==> config.mk <==
export PLATFORM = sky130hd
export DESIGN_NAME = length_prefixed_deframer
export DESIGN_NICKNAME = d
export VERILOG_FILES = /design/src/rtl/core/lpd_pkg.sv /design/src/rtl/core/length_prefixed_deframer.sv /design/src/rtl/core/lpd_in_stage.sv /design/src/rtl/core/lpd_out_stage.sv /design/src/rtl/core/lpd_core.sv
export SDC_FILE = /design/constraint.sdc
export NUM_CORES = 1
export LEC_CHECK = 0
export ABC_CLOCK_PERIOD_IN_PS = 7100
export BUFFER_PORTS_ARGS = -buffer_cell sky130_fd_sc_hd__buf_2
export CAP_MARGIN = 20
export CORE_ASPECT_RATIO = 0.8
export CORE_MARGIN = 2
export CORE_UTILIZATION = 62
export CTS_CLUSTER_SIZE = 20
export DETAILED_ROUTE_END_ITERATION = 10
export PLACE_DENSITY_LB_ADDON = 0.25
export SLEW_MARGIN = 15
export SYNTH_ARGS = -nofsm -noshare
export SYNTH_HDL_FRONTEND = slang
export SYNTH_SLANG_ARGS = --single-unit
==> constraint.sdc <==
create_clock -name clk -period 7.1 [get_ports clk]
set_clock_uncertainty 0.05 [all_clocks]
set_input_delay 0.355 -clock clk [delete_from_list [all_inputs] [get_ports clk]]
set_output_delay 0.355 -clock clk [all_outputs]
set_load 0.05 [all_outputs]
==> src/rtl/core/lpd_pkg.sv <==
// Shared types and constants for the length-prefixed deframer.
// Used by every module under rtl/core; depends on nothing.
package lpd_pkg;

  localparam int HEADER_BYTES_DEF = 8;
  localparam int LEN_W            = 64;   // widest length a header can carry
  localparam int CFG_IDX_W        = 2;
  localparam int CFG_DATA_W       = 32;

  typedef struct packed {
    logic [1:0] kind;
    logic [7:0] in_byte;
  } lpd_item_t;

  typedef struct packed {
    logic [1:0] out_kind;
    logic [7:0] out_byte;
    logic       last;
    logic [1:0] err_code;
  } lpd_res_t;

endpackage

==> src/rtl/core/length_prefixed_deframer.sv <==
// Length-prefixed deframer: splits a byte stream into frames.
// Input beat: s_tuser = kind (0 byte, 1 tick, 2 restart), s_tdata = stream byte.
// Output beat: m_tuser = out_kind (0 body byte, 1 empty frame, 2 error),
//   m_tdata = {err_code, out_byte}, m_tlast on final body byte / empty frame.
// Each frame is a HEADER_BYTES big-endian length then that many body bytes.
// Zero lengths are delivered or rejected per allow_empty; lengths above
// frame_limit are rejected; a tick count reaching a nonzero timeout_ticks (counted
// from header start) raises a timeout error. Any error halts the block until a
// restart beat; halted bytes and ticks are dropped.
// Config: cfg_we writes cfg_data into register cfg_index (0 frame_limit,
//   1 allow_empty, 2 timeout_ticks); write only while idle.
// Timing: one beat per cycle sustained while the sink keeps m_tready high. An input
//   register and a result register bracket a single pass of state update; a result
//   is loaded into the result register when the core takes its beat from the input register.
// Stall: the result register holds while m_tready is low; the input register
//   takes one more beat only if it is empty, then s_tready drops until the sink drains.
// Reset (rst, synchronous): header gather restarts, config goes to defaults
//   (max 65536, empty rejected, no timeout), both registers empty.
module length_prefixed_deframer #(
  parameter int HEADER_BYTES = lpd_pkg::HEADER_BYTES_DEF
) (
  input  logic                           clk,
  input  logic                           rst,
  // input stream
  input  logic                           s_tvalid,
  output logic                           s_tready,
  input  logic [7:0]                     s_tdata,   // [7:0] in_byte
  input  logic [1:0]                     s_tuser,   // [1:0] kind
  // output stream
  output logic                           m_tvalid,
  input  logic                           m_tready,
  output logic [15:0]                    m_tdata,   // [7:0] out_byte, [9:8] err_code
  output logic [1:0]                     m_tuser,   // [1:0] out_kind
  output logic                           m_tlast,
  // config writes
  input  logic                           cfg_we,
  input  logic [lpd_pkg::CFG_IDX_W-1:0]  cfg_index,
  input  logic [lpd_pkg::CFG_DATA_W-1:0] cfg_data
);
  import lpd_pkg::*;

  lpd_item_t s_item;
  lpd_item_t item;
  logic      item_valid;
  logic      take;
  logic      out_ready;
  logic      res_load;
  lpd_res_t  res;
  lpd_res_t  m_res;

  assign s_item.kind    = s_tuser;
  assign s_item.in_byte = s_tdata;

  lpd_in_stage u_in (
    .clk        (clk),
    .rst        (rst),
    .s_valid    (s_tvalid),
    .s_ready    (s_tready),
    .s_item     (s_item),
    .take       (take),
    .item_valid (item_valid),
    .item       (item)
  );

  lpd_core #(
    .HEADER_BYTES (HEADER_BYTES)
  ) u_core (
    .clk        (clk),
    .rst        (rst),
    .cfg_we     (cfg_we),
    .cfg_index  (cfg_index),
    .cfg_data   (cfg_data),
    .item_valid (item_valid),
    .item       (item),
    .out_ready  (out_ready),
    .take       (take),
    .res_load   (res_load),
    .res        (res)
  );

  lpd_out_stage u_out (
    .clk        (clk),
    .rst        (rst),
    .load       (res_load),
    .res        (res),
    .load_ready (out_ready),
    .m_valid    (m_tvalid),
    .m_ready    (m_tready),
    .m_res      (m_res)
  );

  // result beat packing
  assign m_tdata = {6'd0, m_res.err_code, m_res.out_byte};
  assign m_tuser = m_res.out_kind;
  assign m_tlast = m_res.last;

endmodule

==> src/rtl/core/lpd_in_stage.sv <==
// Input register for the deframer: holds one accepted beat until the core takes it.
// Depends on lpd_pkg.
module lpd_in_stage (
  input  logic                 clk,
  input  logic                 rst,
  input  logic                 s_valid,
  output logic                 s_ready,
  input  lpd_pkg::lpd_item_t   s_item,
  input  logic                 take,
  output logic                 item_valid,
  output lpd_pkg::lpd_item_t   item
);
  import lpd_pkg::*;

  assign s_ready = !item_valid || take;

  always_ff @(posedge clk) begin
    if (rst) begin
      item_valid <= 1'b0;
    end else if (s_valid && s_ready) begin
      item_valid <= 1'b1;
    end else if (take) begin
      item_valid <= 1'b0;
    end
  end

  always_ff @(posedge clk) begin
    if (s_valid && s_ready) begin
      item <= s_item;
    end
  end

endmodule

==> src/rtl/core/lpd_out_stage.sv <==
// Result register for the deframer: one result beat held until the sink takes it.
// Depends on lpd_pkg.
module lpd_out_stage (
  input  logic                clk,
  input  logic                rst,
  input  logic                load,
  input  lpd_pkg::lpd_res_t   res,
  output logic                load_ready,
  output logic                m_valid,
  input  logic                m_ready,
  output lpd_pkg::lpd_res_t   m_res
);
  import lpd_pkg::*;

  assign load_ready = !m_valid || m_ready;

  always_ff @(posedge clk) begin
    if (rst) begin
      m_valid <= 1'b0;
    end else if (load) begin
      m_valid <= 1'b1;
    end else if (m_ready) begin
      m_valid <= 1'b0;
    end
  end

  always_ff @(posedge clk) begin
    if (load) begin
      m_res <= res;
    end
  end

endmodule

==> src/rtl/core/lpd_core.sv <==
// Deframer state machine and config registers: header gather, length checks,
// body countdown, tick timeout. Depends on lpd_pkg.
module lpd_core #(
  parameter int HEADER_BYTES = lpd_pkg::HEADER_BYTES_DEF
) (
  input  logic                               clk,
  input  logic                               rst,
  input  logic                               cfg_we,
  input  logic [lpd_pkg::CFG_IDX_W-1:0]      cfg_index,
  input  logic [lpd_pkg::CFG_DATA_W-1:0]     cfg_data,
  input  logic                               item_valid,
  input  lpd_pkg::lpd_item_t                 item,
  input  logic                               out_ready,
  output logic                               take,
  output logic                               res_load,
  output lpd_pkg::lpd_res_t                  res
);
  import lpd_pkg::*;

  localparam int         ACC_W    = 8 * HEADER_BYTES;
  localparam logic [2:0] HDR_CODE = 3'(HEADER_BYTES % 8);  // count wraps at 8

  localparam logic [CFG_IDX_W-1:0] CFG_MAX     = 2'd0;
  localparam logic [CFG_IDX_W-1:0] CFG_EMPTY   = 2'd1;
  localparam logic [CFG_IDX_W-1:0] CFG_TIMEOUT = 2'd2;

  localparam logic [1:0] IN_BYTE    = 2'd0;
  localparam logic [1:0] IN_TICK    = 2'd1;
  localparam logic [1:0] IN_RESTART = 2'd2;

  localparam logic [1:0] OUT_BYTE  = 2'd0;
  localparam logic [1:0] OUT_EMPTY = 2'd1;
  localparam logic [1:0] OUT_ERROR = 2'd2;

  localparam logic [1:0] ERR_EMPTY   = 2'd0;
  localparam logic [1:0] ERR_LARGE   = 2'd1;
  localparam logic [1:0] ERR_TIMEOUT = 2'd2;

  typedef enum logic [1:0] {
    PH_HEADER = 2'd0,
    PH_BODY   = 2'd1,
    PH_HALT   = 2'd2
  } phase_t;

  // config registers
  logic [31:0] frame_limit;
  logic        allow_empty;
  logic [31:0] timeout_ticks;

  always_ff @(posedge clk) begin
    if (rst) begin
      frame_limit   <= 32'd65536;
      allow_empty   <= 1'b0;
      timeout_ticks <= 32'd0;
    end else if (cfg_we) begin
      unique case (cfg_index)
        CFG_MAX:     frame_limit   <= cfg_data;
        CFG_EMPTY:   allow_empty   <= cfg_data[0];
        CFG_TIMEOUT: timeout_ticks <= cfg_data;
        default:     ;
      endcase
    end
  end

  phase_t           phase, phase_next;
  logic [2:0]       hdr_cnt, hdr_cnt_next;
  logic [ACC_W-1:0] acc, acc_next;
  logic [31:0]      rem, rem_next;      // body never exceeds frame_limit
  logic [31:0]      elapsed, elapsed_next;
  logic             res_has;

  logic [ACC_W-1:0] acc_shift;
  logic [LEN_W-1:0] acc_ext;
  logic [2:0]       cnt_inc;
  logic [31:0]      el_inc;
  logic [31:0]      rem_dec;

  assign take     = item_valid && out_ready;
  assign res_load = take && res_has;

  always_comb begin
    acc_shift = (acc << 8) | ACC_W'(item.in_byte);
    acc_ext   = LEN_W'(acc_shift);
    cnt_inc   = hdr_cnt + 3'd1;
    el_inc    = (elapsed == '1) ? elapsed : elapsed + 32'd1;
    rem_dec   = rem - 32'd1;

    phase_next   = phase;
    hdr_cnt_next = hdr_cnt;
    acc_next     = acc;
    rem_next     = rem;
    elapsed_next = elapsed;
    res_has      = 1'b0;
    res          = '0;

    if (item.kind == IN_RESTART) begin
      phase_next   = PH_HEADER;
      hdr_cnt_next = '0;
      acc_next     = '0;
      rem_next     = '0;
      elapsed_next = '0;
    end else if (item.kind == IN_TICK && phase != PH_HALT) begin
      elapsed_next = el_inc;
      if (timeout_ticks != '0 && el_inc >= timeout_ticks) begin
        phase_next   = PH_HALT;
        res_has      = 1'b1;
        res.out_kind = OUT_ERROR;
        res.err_code = ERR_TIMEOUT;
      end
    end else if (item.kind == IN_BYTE && phase == PH_HEADER) begin
      acc_next     = acc_shift;
      hdr_cnt_next = cnt_inc;
      if (cnt_inc == HDR_CODE) begin
        if (acc_ext == '0) begin
          res_has = 1'b1;
          if (!allow_empty) begin
            phase_next   = PH_HALT;
            res.out_kind = OUT_ERROR;
            res.err_code = ERR_EMPTY;
          end else begin
            hdr_cnt_next = '0;
            acc_next     = '0;
            rem_next     = '0;
            elapsed_next = '0;
            res.out_kind = OUT_EMPTY;
            res.last     = 1'b1;
          end
        end else if (acc_ext > LEN_W'(frame_limit)) begin
          phase_next   = PH_HALT;
          res_has      = 1'b1;
          res.out_kind = OUT_ERROR;
          res.err_code = ERR_LARGE;
        end else begin
          phase_next   = PH_BODY;
          hdr_cnt_next = '0;
          rem_next     = 32'(acc_ext);
        end
      end
    end else if (item.kind == IN_BYTE && phase == PH_BODY) begin
      res_has      = 1'b1;
      res.out_kind = OUT_BYTE;
      res.out_byte = item.in_byte;
      rem_next     = rem_dec;
      if (rem_dec == '0) begin
        res.last     = 1'b1;
        phase_next   = PH_HEADER;
        hdr_cnt_next = '0;
        acc_next     = '0;
        elapsed_next = '0;
      end
    end
  end

  always_ff @(posedge clk) begin
    if (rst) begin
      phase   <= PH_HEADER;
      hdr_cnt <= '0;
      acc     <= '0;
      rem     <= '0;
      elapsed <= '0;
    end else if (take) begin
      phase   <= phase_next;
      hdr_cnt <= hdr_cnt_next;
      acc     <= acc_next;
      rem     <= rem_next;
      elapsed <= elapsed_next;
    end
  end

`ifndef SYNTHESIS
  a_body_nonzero: assert property (@(posedge clk) disable iff (rst)
    phase == PH_BODY |-> rem != '0)
    else $error("body phase with nothing left to read");

  a_header_clear: assert property (@(posedge clk) disable iff (rst)
    phase == PH_HEADER |-> rem == '0)
    else $error("stale body count while gathering header");

  a_error_halts: assert property (@(posedge clk) disable iff (rst)
    res_load && res.out_kind == OUT_ERROR |=> phase == PH_HALT)
    else $error("error beat without halt");

  a_halt_quiet: assert property (@(posedge clk) disable iff (rst)
    phase == PH_HALT && item.kind != IN_RESTART |-> !res_load)
    else $error("result while halted");
`endif

endmodule

# --- After elaboration in Yosys (flattened, before gate mapping) ---
# Index checks and enable logic that the tools add are counted.
word_totals:
  regBits: 215
  in_bits: 49
  output_inout_bits: 21
classes:
  addsub: 3
  eq_ne: 16
  reduce_logical: 33
  n_lt_le_gt_ge: 2
  mux: 72
  bitwise_logic: 2
ops:
  columns: ["op", "n"]
  rows:
  - ["2-to-1 mux 32 bit", 16]
  - ["2-to-1 mux 56 bit", 8]
  - ["> comparator 64 x 32 -> 1 bit", 1]
  - ["logical NOT 64 bit", 1]
  - ["OR 64 x 8 -> 64 bit", 1]
  - ["2-to-1 mux 2 bit", 20]
  - ["adder 32 x 1 -> 32 bit, second input constant", 1]
  - ["equality test 32 bit, second input constant", 1]
  - ["greater-or-equal comparator 32 bit", 1]
  - ["logical NOT 32 bit", 1]
  - ["nonzero test 32 bit", 1]
  - ["subtractor 32 x 1 -> 32 bit, second input constant", 1]
  - ["2-to-1 mux 3 bit", 10]
  - ["2-to-1 mux 1 bit", 18]
  - ["AND reduction 6 bit", 3]
  - ["!= test 4 x 2 -> 1 bit, second input constant", 3]
  - ["nonzero test 4 bit", 2]
  - ["logical AND 1 bit", 7]
  - ["equality test 2 x 1 -> 1 bit, second input constant", 3]
  - ["logical NOT 2 bit", 3]
  - ["!= test 3 x 2 -> 1 bit, second input constant", 2]
  - ["AND reduction 2 bit", 3]
  - ["nonzero test 3 bit", 2]
  - ["!= test 5 bit, second input constant", 1]
  - ["14 further kinds", 18]

# --- Longest topological paths before layout ---
# Gate-level depths: netlist of the first run.
depth:
  depth_word: 10
  ltp_mapped: 18
  ltp_nobuf: 16

# --- Cells and area by module ---
# Synthesis of the first run repeated with hierarchy kept, for this count alone.
unflattened:
  hier_cells: 1527
  hier_area_um2: 12490.7
modules_own_cells:
  columns: ["mod", "cells_per_inst", "seq_area_each_um2", "area_per_inst_um2", "n_inst"]
  rows:
  - ["lpd_core", 1488, 3803.6, 11649.9, 1]
  - ["lpd_out_stage", 17, 410.4, 436.7, 1]
  - ["lpd_in_stage", 15, 320.3, 355.3, 1]
  - ["length_prefixed_deframer", 7, 0.0, 48.8, 1]

# --- Worst setup path before layout of the first run ---
# No wires, ideal clock.
synth_path:
  path_type: "register to register"
  start: "register u_core.elapsed[3]"
  end: "register, netlist name u_out.m_res[0]"
  path_stages_with_launch: 19
  n_path_buf: 3
  path_slack_ns: 1.910
  arrival_time_ns: 4.753
  setup_ns: 0.387
  synth_period_minus_slack_ns: 5.190
  path_cell_list: "dfxtp_1 clkbuf_1 and4_1 and3_1 clkbuf_1 nor4bb_1 nor2_1 clkbuf_1 nand3_1 nor2_1 xor2_1 ha_1 nand4_1 nor3_1 o311ai_0 o211a_1 nor3_1 a31oi_1 a21oi_1"
synth_between:
  elab_chain_cells: 8
  word_cells_on_any_way: 9
synth_rtl:
  columns: ["item", "line", "source"]
  rows:
  - ["start, declared", "lpd_core.sv:69", "logic [31:0] elapsed, elapsed_next;"]
  - ["start signal, assigned", "lpd_core.sv:166", "elapsed <= elapsed_next;"]
  - ["adder 32 x 1 -> 32 bit or equality test 32 bit (tied branches)", "lpd_core.sv:85", "el_inc = (elapsed == '1) ? elapsed : elapsed + 32'd1;"]
  - ["2-to-1 mux 32 bit *", "lpd_core.sv:85", null]
  - ["greater-or-equal comparator 32 bit *", "lpd_core.sv:104", "if (timeout_ticks != '0 && el_inc >= timeout_ticks) begin"]
  - ["logical AND 1 bit *", "lpd_core.sv:104", null]
  - ["2-to-1 mux 1 bit *", "lpd_core.sv:104", null]
  - ["2-to-1 mux 1 bit *", "lpd_core.sv:102", "end else if (item.kind == IN_TICK && phase != PH_HALT) begin"]
  - ["2-to-1 mux 1 bit *", "lpd_core.sv:96", "if (item.kind == IN_RESTART) begin"]
  - ["logical AND 1 bit *", "lpd_core.sv:79", "assign res_load = take && res_has;"]
  - ["net res_load", "length_prefixed_deframer.sv:47", "logic res_load;"]
# Mark *: on every way through the listed nets, which the timed path passes. The rest lies on a longest branch.
# A chain may end at the register's enable or synchronous reset.

# --- Final worst setup path of the first run ---
layout_path:
  start: "register u_core.elapsed[3]"
  end: "register, netlist name u_out.m_res[9]"
layout_between:
  elab_chain_cells: 8
  word_cells_on_any_way: 9
layout_rtl:
  columns: ["item", "line"]
  rows:
  - ["adder 32 x 1 -> 32 bit or equality test 32 bit (tied branches)", "lpd_core.sv:85"]
  - ["2-to-1 mux 32 bit *", "lpd_core.sv:85"]
  - ["greater-or-equal comparator 32 bit *", "lpd_core.sv:104"]
  - ["logical AND 1 bit *", "lpd_core.sv:104"]
  - ["2-to-1 mux 1 bit *", "lpd_core.sv:104"]
  - ["2-to-1 mux 1 bit *", "lpd_core.sv:102"]
  - ["2-to-1 mux 1 bit *", "lpd_core.sv:96"]
  - ["logical AND 1 bit *", "lpd_core.sv:79"]
  - ["net res_load", "length_prefixed_deframer.sv:47"]
# Marked as above.

==> run metrics, run 1 <==
core box area 19,000 µm²; Starting Density 63.5%; Largest delay share family, worst path simple AND/OR/NAND/NOR gates; first-pass GRT wire length 56,700 µm; Tot GR Track Use 34.4%; met3 Use GR 9.54%; Max Root-Sink Buffers 3; post-synthesis sequential area ratio 37.6%; # setup viols final 0; Ys Warns 0; ant diodes 0; CTS H-tree depth 1; IO buf count 63; Synth area leaders dfxtp_1, ha_1, nand2_1; # rows 45; Synth top area share 31.8%; Fmax 181 MHz; Die Y-Extent 129 µm; crit path from u_core.elapsed[3]; drt first pass iters 6; Starting DRT DRC Count 1,458; CTS Sinks 215; synthesized area 12,100 µm²; area growth from synthesis to layout 10.0%; layer with the highest usage met1; worst-margin pin slew 1.17 ns; Worst Reg-to-Reg Cells 17; Post-synth top cells nand2_1, dfxtp_1, a21oi_1, clkbuf_1, inv_1; EDFF count, synth 23; Req. time, crit path 7.27 ns; via count 11,500; ys async rst share 0%; Post-Synthesis Cells 1,449; CTS root buffer clkbuf_16; CTS tree built; Syn Area/Cell 8.33 µm²; CP Class reg -> reg; GR Util met1 52.1%; Worst EP arrival 5.70 ns; Hold Path Origin s_tvalid; setup_tns 0 ns; vias in the first global route 10,300; Rel. slew slack 21.8%; minimum clock period 5.53 ns; fin crit share 77.9%; count leader, synth nand2_1; # fillers 1,598; design area 13,300 µm²; Post-DP Area 12,400 µm²; worst hold path depth 3; dpl hpwl 24,500 µm; WL/cell 20.7 µm; CP max stage cell nor4bb_1; final antenna-violating net count 0; Die Wd 160 µm; final WL 35,900 µm; vias per cell 6.65; peak supply drop 0.000211 V; fin. max-slew vios 0; Worst-path clk slew 0.06 ns; CP max FO 16; Worst setup SP type register; RSZ-0062 raised after global routing false; cell depth of the worst setup path 17; share of cells above drive strength 1 9.61%; Min-Delay Path Class in -> reg; # IOs 70; # DRC 0; Main synth FF type dfxtp_1; clk_lat worst skew 0.52 ns; Crit Reg-Reg Startpoint u_core.elapsed[3]; met2 usage 47.8%; Buffers & Inverters on Critical Path 2; cells along the critical path and4_1 > and3_1 > nor4bb_1 > nor2_1 > buf_4 > nand3_1 > nor2_1 > xor2_1 > ha_1 > nand4_1 > nor3_1 > o311ai_0 > o211a_1 > nor3_1 > a31oi_1 > a21oi_1 > clkbuf_4; Slowest Stage Delay on Critical Path 0.80 ns; Pwr Density 222 nW/µm²; status finished clean; total die area 20,600 µm²; largest net degree at the start of global routing 78; cell taking the most area after synthesis dfxtp_1; RD Place Congestion 0.981; max-cap violation count 0; final hold vios 0; Synth Register Bits 215; synth unique cells 72; CTS Buf Count 23; Post-CTS Setup Bufs 0; Overflow after GRT 0; LEAKAGE 4.85 nW; antenna violations before repair 2; NumNets Final 1,581; critical path endpoint category register
[registers in the layout (all words and copies together) (netlist names)]
register              cells
u_core.acc               56
u_core.allow_empty        1
u_core.elapsed           32
u_core.frame_limit       32
u_core.hdr_cnt            3
u_core.phase              2
u_core.rem               32
u_core.timeout_ticks     32
u_in.item                10
u_in.item_valid           1
u_out.m_res              13
u_out.m_valid             1
[metal layers]
metal / part of all wire (%) / up-vias
met5: 0 / -
met3: 13 / 60
met2: 40 / 666
met1: 45 / 5418
met4: 1.8 / 0
li1: - / 5396
[placed cells by master, fill, tap and decap left out, types with 27 or more instances in the layout]
cell type / count
a21oi_1: 137
inv_1: 83
dfxtp_1: 192
xnor2_1: 32
nand4_1: 40
nor4_1: 49
nor2_1: 57
a32o_1: 59
nand2_1: 201
o21ai_0: 49
ha_1: 69
nand3_1: 27
nor3_1: 38
buf_2: 62
[where the power goes]
group          internal, W  switching, W  total, W
logic             0.000164      0.000298  0.000462
clock network     0.000703      0.000494   0.00120
registers          0.00125     0.0000342   0.00129
[path summary, 6_finish.rpt]
path | endpoint | slack [ns]
setup reg to reg | u_out.m_res[9] | 1.57
hold reg to reg | u_core.frame_limit[23] | 0.40
setup / recovery | u_out.m_res[9] | 1.57
hold / removal | u_in.item_valid | 0.02
[logic make-up (layout without fill, tap and decap cells)]
logic type                 Yosys count  in the layout  synth area share (%)
buffers and inverters              196            220                  6.85
AOI/OAI and AO/OA                  401            401                  23.1
other                                1              6                0.0311
and+or+nand+nor                    515            515                  21.5
xor gates and xnor gates            42             42                  3.05
muxes                               10             10                 0.829
adders and majority gates           69             69                  7.15
DFF                                215            215                  37.6
[through the flow]
stage,utilization [%],cells,setup slack (ns),hold WS (ns),total power [W]
3_5_place_dp,65.2,1684,1.41,0.396,0.00175
4_1_cts,69.7,1734,1.38,0.0117,0.00294
6_report,69.8,1736,1.57,0.0188,0.00295
5_1_grt,69.8,1736,1.17,0.0219,0.00305
3_3_place_gp,65.2,1684,1.62,0.394,0.00174
2_1_floorplan,-,1454,1.91,0.386,0.00163
[worst register-to-register path, delay by kind of cell (launching register included)]
kind / cells / cell delay, ns
buf+inv: 2 / 0.54
simple gates: 9 / 2.73
flops: 1 / 0.45
compound gates: 4 / 0.99
xor+xnor: 1 / 0.15
fa+ha+maj: 1 / 0.31
[layout make-up]
class | count | area (µm²) | area share (%)
Clock buffer | 34 | 679 | 5.11
Clock inverter | 6 | 72.6 | 0.546
Inverter | 84 | 315 | 2.37
Multi-Input combinational cell | 1043 | 6770 | 51.0
Sequential cell | 215 | 4530 | 34.1
Tap cell | 258 | 323 | 2.43
Timing Repair Buffer | 96 | 591 | 4.45
[timing repair]
item / in CTS / in global routing
resized for setup: 0 / 0
hold endpoints to repair: 10 / 0
hold buffers: 10 / 0
No activity file was read; power rests on OpenSTA's default activity.
==> inputs of run 2 (changes only) <==
--- a/config.mk
+++ b/config.mk
@@ -5,12 +5,12 @@
 export SDC_FILE = /design/constraint.sdc
 export NUM_CORES = 1
 export LEC_CHECK = 0
-export ABC_CLOCK_PERIOD_IN_PS = 7100
+export ABC_CLOCK_PERIOD_IN_PS = 4700
 export BUFFER_PORTS_ARGS = -buffer_cell sky130_fd_sc_hd__buf_2
 export CAP_MARGIN = 20
 export CORE_ASPECT_RATIO = 0.8
 export CORE_MARGIN = 2
-export CORE_UTILIZATION = 62
+export CORE_UTILIZATION = 56
 export CTS_CLUSTER_SIZE = 20
 export DETAILED_ROUTE_END_ITERATION = 10
 export PLACE_DENSITY_LB_ADDON = 0.25
==> constraint.sdc (replaced) <==
create_clock -name clk -period 4.7 [get_ports clk]
set_clock_uncertainty 0.05 [all_clocks]
set_input_delay 0.235 -clock clk [delete_from_list [all_inputs] [get_ports clk]]
set_output_delay 0.235 -clock clk [all_outputs]
set_load 0.05 [all_outputs]
==> run 2 against run 1 <==
Clock power grew 50%. Sequential power rose by 50%. Sequential share of layout area fell by 1.6 points. Register-to-register slack worse by 1.4 ns. Fmax up 23%. Combinational power increased by 65%. Highest routed layer unchanged. Die area up 10%. Cell area up 4.9%.
==> run metrics, run 2 (synthesis results as in run 1) <==
status finished clean (unchanged); IO buf count 63 (unchanged); Die Wd 168 µm (was 160 µm); ant diodes 0 (unchanged); peak supply drop 0.000261 V (was 0.000211 V); antenna violations before repair 0 (was 2); Fmax 222 MHz (was 181 MHz); Starting DRT DRC Count 1,534 (was 1,458); LEAKAGE 5.18 nW (was 4.85 nW); # DRC 0 (unchanged); CTS root buffer clkbuf_16 (unchanged); Int Pwr 0.00321 W (was 0.00212 W); Starting Density 56.5% (was 63.5%); vias per cell 6.52 (was 6.65); # rows 48 (was 45); max reg flops 56 (unchanged); Req. time, crit path 4.93 ns (was 7.27 ns); post-route insts no fill 1,819 (was 1,736); fin. max-slew vios 0 (unchanged); via count 11,900 (was 11,500); critical path endpoint category register (unchanged); worst-margin pin slew 1.05 ns (was 1.17 ns); Max Root-Sink Buffers 3 (unchanged); Min-Delay Path Class in -> reg (unchanged); switching pwr 0.00129 W (was 0.000826 W); dpl hpwl 25,400 µm (was 24,500 µm); minimum clock period 4.50 ns (was 5.53 ns); Largest Register u_core.acc (unchanged); Rel. slew slack 29.7% (was 21.8%); total die area 22,800 µm² (was 20,600 µm²); CTS tree built (unchanged); CP max FO 11 (was 16); CTS Buf Count 23 (unchanged); Pwr Density 323 nW/µm² (was 222 nW/µm²); Overflow after GRT 0 (unchanged); area growth from synthesis to layout 15.4% (was 10.0%); vias in the first global route 10,700 (was 10,300); Post-DP Area 12,700 µm² (was 12,400 µm²); most frequent cells in the layout nand2_1, dfxtp_1, a21oi_1 (unchanged); final antenna-violating net count 0 (unchanged); Logic pwr share 16.9% (was 15.7%); NumNets Final 1,645 (was 1,581); clk_lat worst skew 0.53 ns (was 0.52 ns); # fillers 1,822 (was 1,598); fin crit share 95.7% (was 77.9%); final hold vios 0 (unchanged); # IOs 70 (unchanged); design area 13,900 µm² (was 13,300 µm²); overall power 0.00451 W (was 0.00295 W); Clock Power Share 40.0% (was 40.6%); first-pass GRT wire length 58,800 µm (was 56,700 µm); core box area 21,400 µm² (was 19,000 µm²); sw frac 28.6% (was 28.0%); Worst setup SP type register (unchanged); Worst EP arrival 4.73 ns (was 5.70 ns); RD Place Congestion 0.940 (was 0.981); Tot GR Track Use 32.4% (was 34.4%); # setup viols final 0 (unchanged); Worst-path clk slew 0.06 ns (about the same); CTS H-tree depth 1 (unchanged); largest net degree at the start of global routing 98 (was 78); Die Y-Extent 135 µm (was 129 µm); final WL 37,700 µm (was 35,900 µm); drt first pass iters 6 (unchanged); WL/cell 20.7 µm (about the same); placed cell count 1,731 (was 1,684); share of cells above drive strength 1 11.6% (was 9.61%); CTS Sinks 215 (unchanged); CP Class reg -> reg (unchanged); max-cap violation count 0 (unchanged); register share of total power 43.1% (was 43.7%); commonest non-fill, non-tap cell in the layout nand2_1 (unchanged)
[run 2: changes by cell type in the layout (fill, tap and decap cells not counted), sizes merged]
cell,delta
dlygate4sd3,+34
clkinvlp,+1
bufinv,-1
clkbuf,+1
buf,+31
[run 2: path summary, 6_finish.rpt]
check / slack (ns) / startpoint / to / depth (start not counted)
min reg2reg: 0.40 / u_core.frame_limit[26] / u_core.frame_limit[26] / 2
min: 0.02 / m_tready / u_out.m_valid / 3
max: 0.20 / u_core.elapsed[3] / u_out.m_res[7] / 16
max reg2reg: 0.20 / u_core.elapsed[3] / u_out.m_res[7] / 16
[run 2: stage by stage]
stage               utilization [%]  TNS, ns  worst slack [ns]  hold slack (ns)
global route                   65.2   -0.283           -0.0255           0.0450
CTS                            65.0        0            0.0313         0.000405
global placement               59.4        0             0.143            0.366
finish                         65.2        0             0.204           0.0167
detailed placement             59.4   -0.980           -0.0757            0.365
floorplan                         -        0            0.0787            0.284
[run 2: final cells by class]
cell class              count  area [µm²]  area share [%]
flip-flops and latches    215        4530            32.5
clock inverters             6        53.8           0.386
well taps                 275         344            2.47
multi-input cells        1043        6810            48.9
clock buffers              36         696            4.99
repair buffers            160        1180            8.47
inverters                  84         315            2.26
[run 2: repair_timing]
item                       CTS  global route
setup endpoints to repair   13            15
gates resized for setup      0             6
buffers inserted             2             0
pin swaps                    1             0
hold buffers                44             0
hold endpoints to repair    76             0
[run 2: routing by layer]
layer	vias to the layer above	part of all wire [%]	global-route usage [%]
met5	-	0	0
met4	0	2.3	8.29
met3	73	11	8.03
met2	655	41	46.6
met1	5602	45	48.3
li1	5535	-	-
[run 2: power groups by stage]
stage | Sequential (W) | Clock [W] | Combinational, W
after floorplan | 0.00196 | 0 | 0.000506
after global placement | 0.00198 | 0 | 0.000701
after detailed placement | 0.00198 | 0 | 0.000707
after CTS | 0.00194 | 0.00182 | 0.000740
after global routing | 0.00194 | 0.00189 | 0.000831
final | 0.00194 | 0.00180 | 0.000763
[run 2: critical path: stages, from the launching register on]
cell and delay, ns:
dfxtp_1 0.47, and4_1 0.36, nand4_1 0.16, or4_1 0.54, o21ba_2 0.31, nand4_1 0.18, xnor2_1 0.18, ha_1 0.30
a21oi_1 0.16, nand2_1 0.07, a2111oi_0 0.44, o21a_1 0.21, o211a_1 0.20, nor3_2 0.08, a31oi_2 0.27, a21oi_4 0.09
buf_4 0.17
==> inputs of run 3 (changes only) <==
--- a/config.mk
+++ b/config.mk
@@ -13,6 +13,7 @@
 export CORE_UTILIZATION = 56
 export CTS_CLUSTER_SIZE = 20
 export DETAILED_ROUTE_END_ITERATION = 10
+export HOLD_SLACK_MARGIN = 0.06
 export PLACE_DENSITY_LB_ADDON = 0.25
 export SLEW_MARGIN = 15
 export SYNTH_ARGS = -nofsm -noshare
==> run 3 against run 2 <==
Sequential share of layout area down 0.14 points. Register-to-register slack worse by 0.02 ns. Via count up 0.42%. Cell area up 0.43%. Hold slack better by 0.17 ns. Worst setup slack worse by 0.022 ns. Largest cell class unchanged. Non-clock buffer count up 6. Highest routed layer unchanged.
==> run metrics, run 3 (synthesis results as in run 1) <==
status finished clean (unchanged); clk_lat worst skew 0.54 ns (was 0.53 ns); Logic pwr share 17.0% (was 16.9%); Req. time, crit path 4.93 ns (about the same); max reg flops 56 (unchanged); # setup viols final 0 (unchanged); LEAKAGE 5.20 nW (was 5.18 nW); critical path endpoint category register (unchanged); minimum clock period 4.52 ns (was 4.50 ns); CTS root buffer clkbuf_16 (unchanged); vias per cell 6.53 (was 6.52); WL/cell 20.8 µm (was 20.7 µm); largest net degree at the start of global routing 98 (unchanged); CTS tree built (unchanged); CP Class reg -> reg (unchanged); sw frac 28.6% (about the same); register share of total power 43.0% (was 43.1%); final antenna-violating net count 0 (unchanged); Fmax 221 MHz (was 222 MHz); peak supply drop 0.000262 V (was 0.000261 V); Starting DRT DRC Count 1,794 (was 1,534); CP max FO 11 (unchanged); Int Pwr 0.00322 W (was 0.00321 W); area growth from synthesis to layout 15.9% (was 15.4%); Die Y-Extent 135 µm (unchanged); Tot GR Track Use 32.5% (was 32.4%); vias in the first global route 10,800 (was 10,700); most frequent cells in the layout nand2_1, dfxtp_1, a21oi_1 (unchanged); fin crit share 96.1% (was 95.7%); Rel. slew slack 29.2% (was 29.7%); Overflow after GRT 0 (unchanged); fin. max-slew vios 0 (unchanged); Starting Density 56.5% (unchanged); setup_tns 0 ns (unchanged); final WL 37,900 µm (was 37,700 µm); Die Wd 168 µm (unchanged); # rows 48 (unchanged); # fillers 1,814 (was 1,822); total die area 22,800 µm² (unchanged); via count 11,900 (about the same); RD Place Congestion 0.940 (unchanged); share of cells above drive strength 1 11.5% (was 11.6%); IO buf count 63 (unchanged); core box area 21,400 µm² (unchanged); CTS Sinks 215 (unchanged); first-pass GRT wire length 59,000 µm (was 58,800 µm); # DRC 0 (unchanged); Worst EP arrival 4.75 ns (was 4.73 ns); Max Root-Sink Buffers 3 (unchanged); switching pwr 0.00129 W (about the same); commonest non-fill, non-tap cell in the layout nand2_1 (unchanged); Worst-path clk slew 0.06 ns (about the same); CTS Buf Count 23 (unchanged); antenna violations before repair 0 (unchanged); Clock Power Share 39.9% (was 40.0%); Min-Delay Path Class in -> reg (unchanged); # IOs 70 (unchanged); CTS H-tree depth 1 (unchanged); max-cap violation count 0 (unchanged); drt first pass iters 6 (unchanged); dpl hpwl 25,400 µm (unchanged); final core utilization 65.5% (was 65.2%); final hold vios 0 (unchanged); NumNets Final 1,651 (was 1,645); Worst setup SP type register (unchanged); ant diodes 0 (unchanged); Largest Register u_core.acc (unchanged); Pwr Density 322 nW/µm² (was 323 nW/µm²); worst-margin pin slew 1.06 ns (was 1.05 ns)
==> run 3: per-layer routing <==
layer	track usage (%)	wire (µm)	vias to the layer above
li1	-	-	5551
met1	48.4	17000	5646
met3	7.89	4330	73
met4	8.00	809	0
met5	0	0	-
met2	47.3	15800	645
==> run 3: final timing paths <==
kind | start | to | slack, ns | cells after the start
worst min-delay path | cfg_we | u_core.allow_empty | 0.18 | 4
worst max-delay path | u_core.elapsed[3] | u_out.m_res[7] | 0.18 | 16
worst max register to register | u_core.elapsed[3] | u_out.m_res[7] | 0.18 | 16
worst min register to register | u_core.frame_limit[26] | u_core.frame_limit[26] | 0.40 | 2
==> run 3: final cells by class <==
cell class | instances | area (µm²) | area share (%)
clock buffer | 36 | 696 | 4.97
clock inverter | 6 | 53.8 | 0.384
inverter | 84 | 315 | 2.25
timing repair buffer | 166 | 1240 | 8.87
tap | 275 | 344 | 2.46
multi-input combinational | 1043 | 6810 | 48.7
sequential | 215 | 4530 | 32.4
==> run 3: what timing repair did <==
item | CTS | global route
resized for setup | 0 | 6
hold buffers | 50 | 0
pin swaps | 1 | 0
hold endpoints to repair | 78 | 0
endpoints found under the setup margin | 13 | 15
buffers inserted | 2 | 0
==> run 3: critical path, stage by stage, from the launching register on <==
cell       delay (ns)
dfxtp_1          0.48
and4_1           0.36
nand4_1          0.16
or4_1            0.54
o21ba_2          0.31
nand4_1          0.18
xnor2_1          0.17
ha_1             0.30
a21oi_1          0.16
nand2_1          0.07
a2111oi_0        0.46
o21a_1           0.21
o211a_1          0.21
nor3_2           0.08
a31oi_2          0.27
a21oi_4          0.09
buf_4            0.17
==> run 3: stage by stage <==
stage          total power [W]  hold WS, ns  setup slack (ns)  cell area [µm²]  std cells
2_1_floorplan          0.00247        0.284            0.0787            12100       1454
3_3_place_gp           0.00268        0.366             0.143            12700       1730
3_5_place_dp           0.00268        0.365           -0.0757            12700       1731
4_1_cts                0.00450        0.158            0.0313            14000       1825
5_1_grt                0.00467        0.208           -0.0255            14000       1825
6_report               0.00451        0.184             0.182            14000       1825
==> run 3: power groups by stage <==
stage	logic [W]	registers [W]	clock network, W
floorplan	0.000506	0.00196	0
global placement	0.000701	0.00198	0
finish	0.000768	0.00194	0.00180
detailed placement	0.000707	0.00198	0
CTS	0.000744	0.00194	0.00182
global route	0.000834	0.00194	0.00189
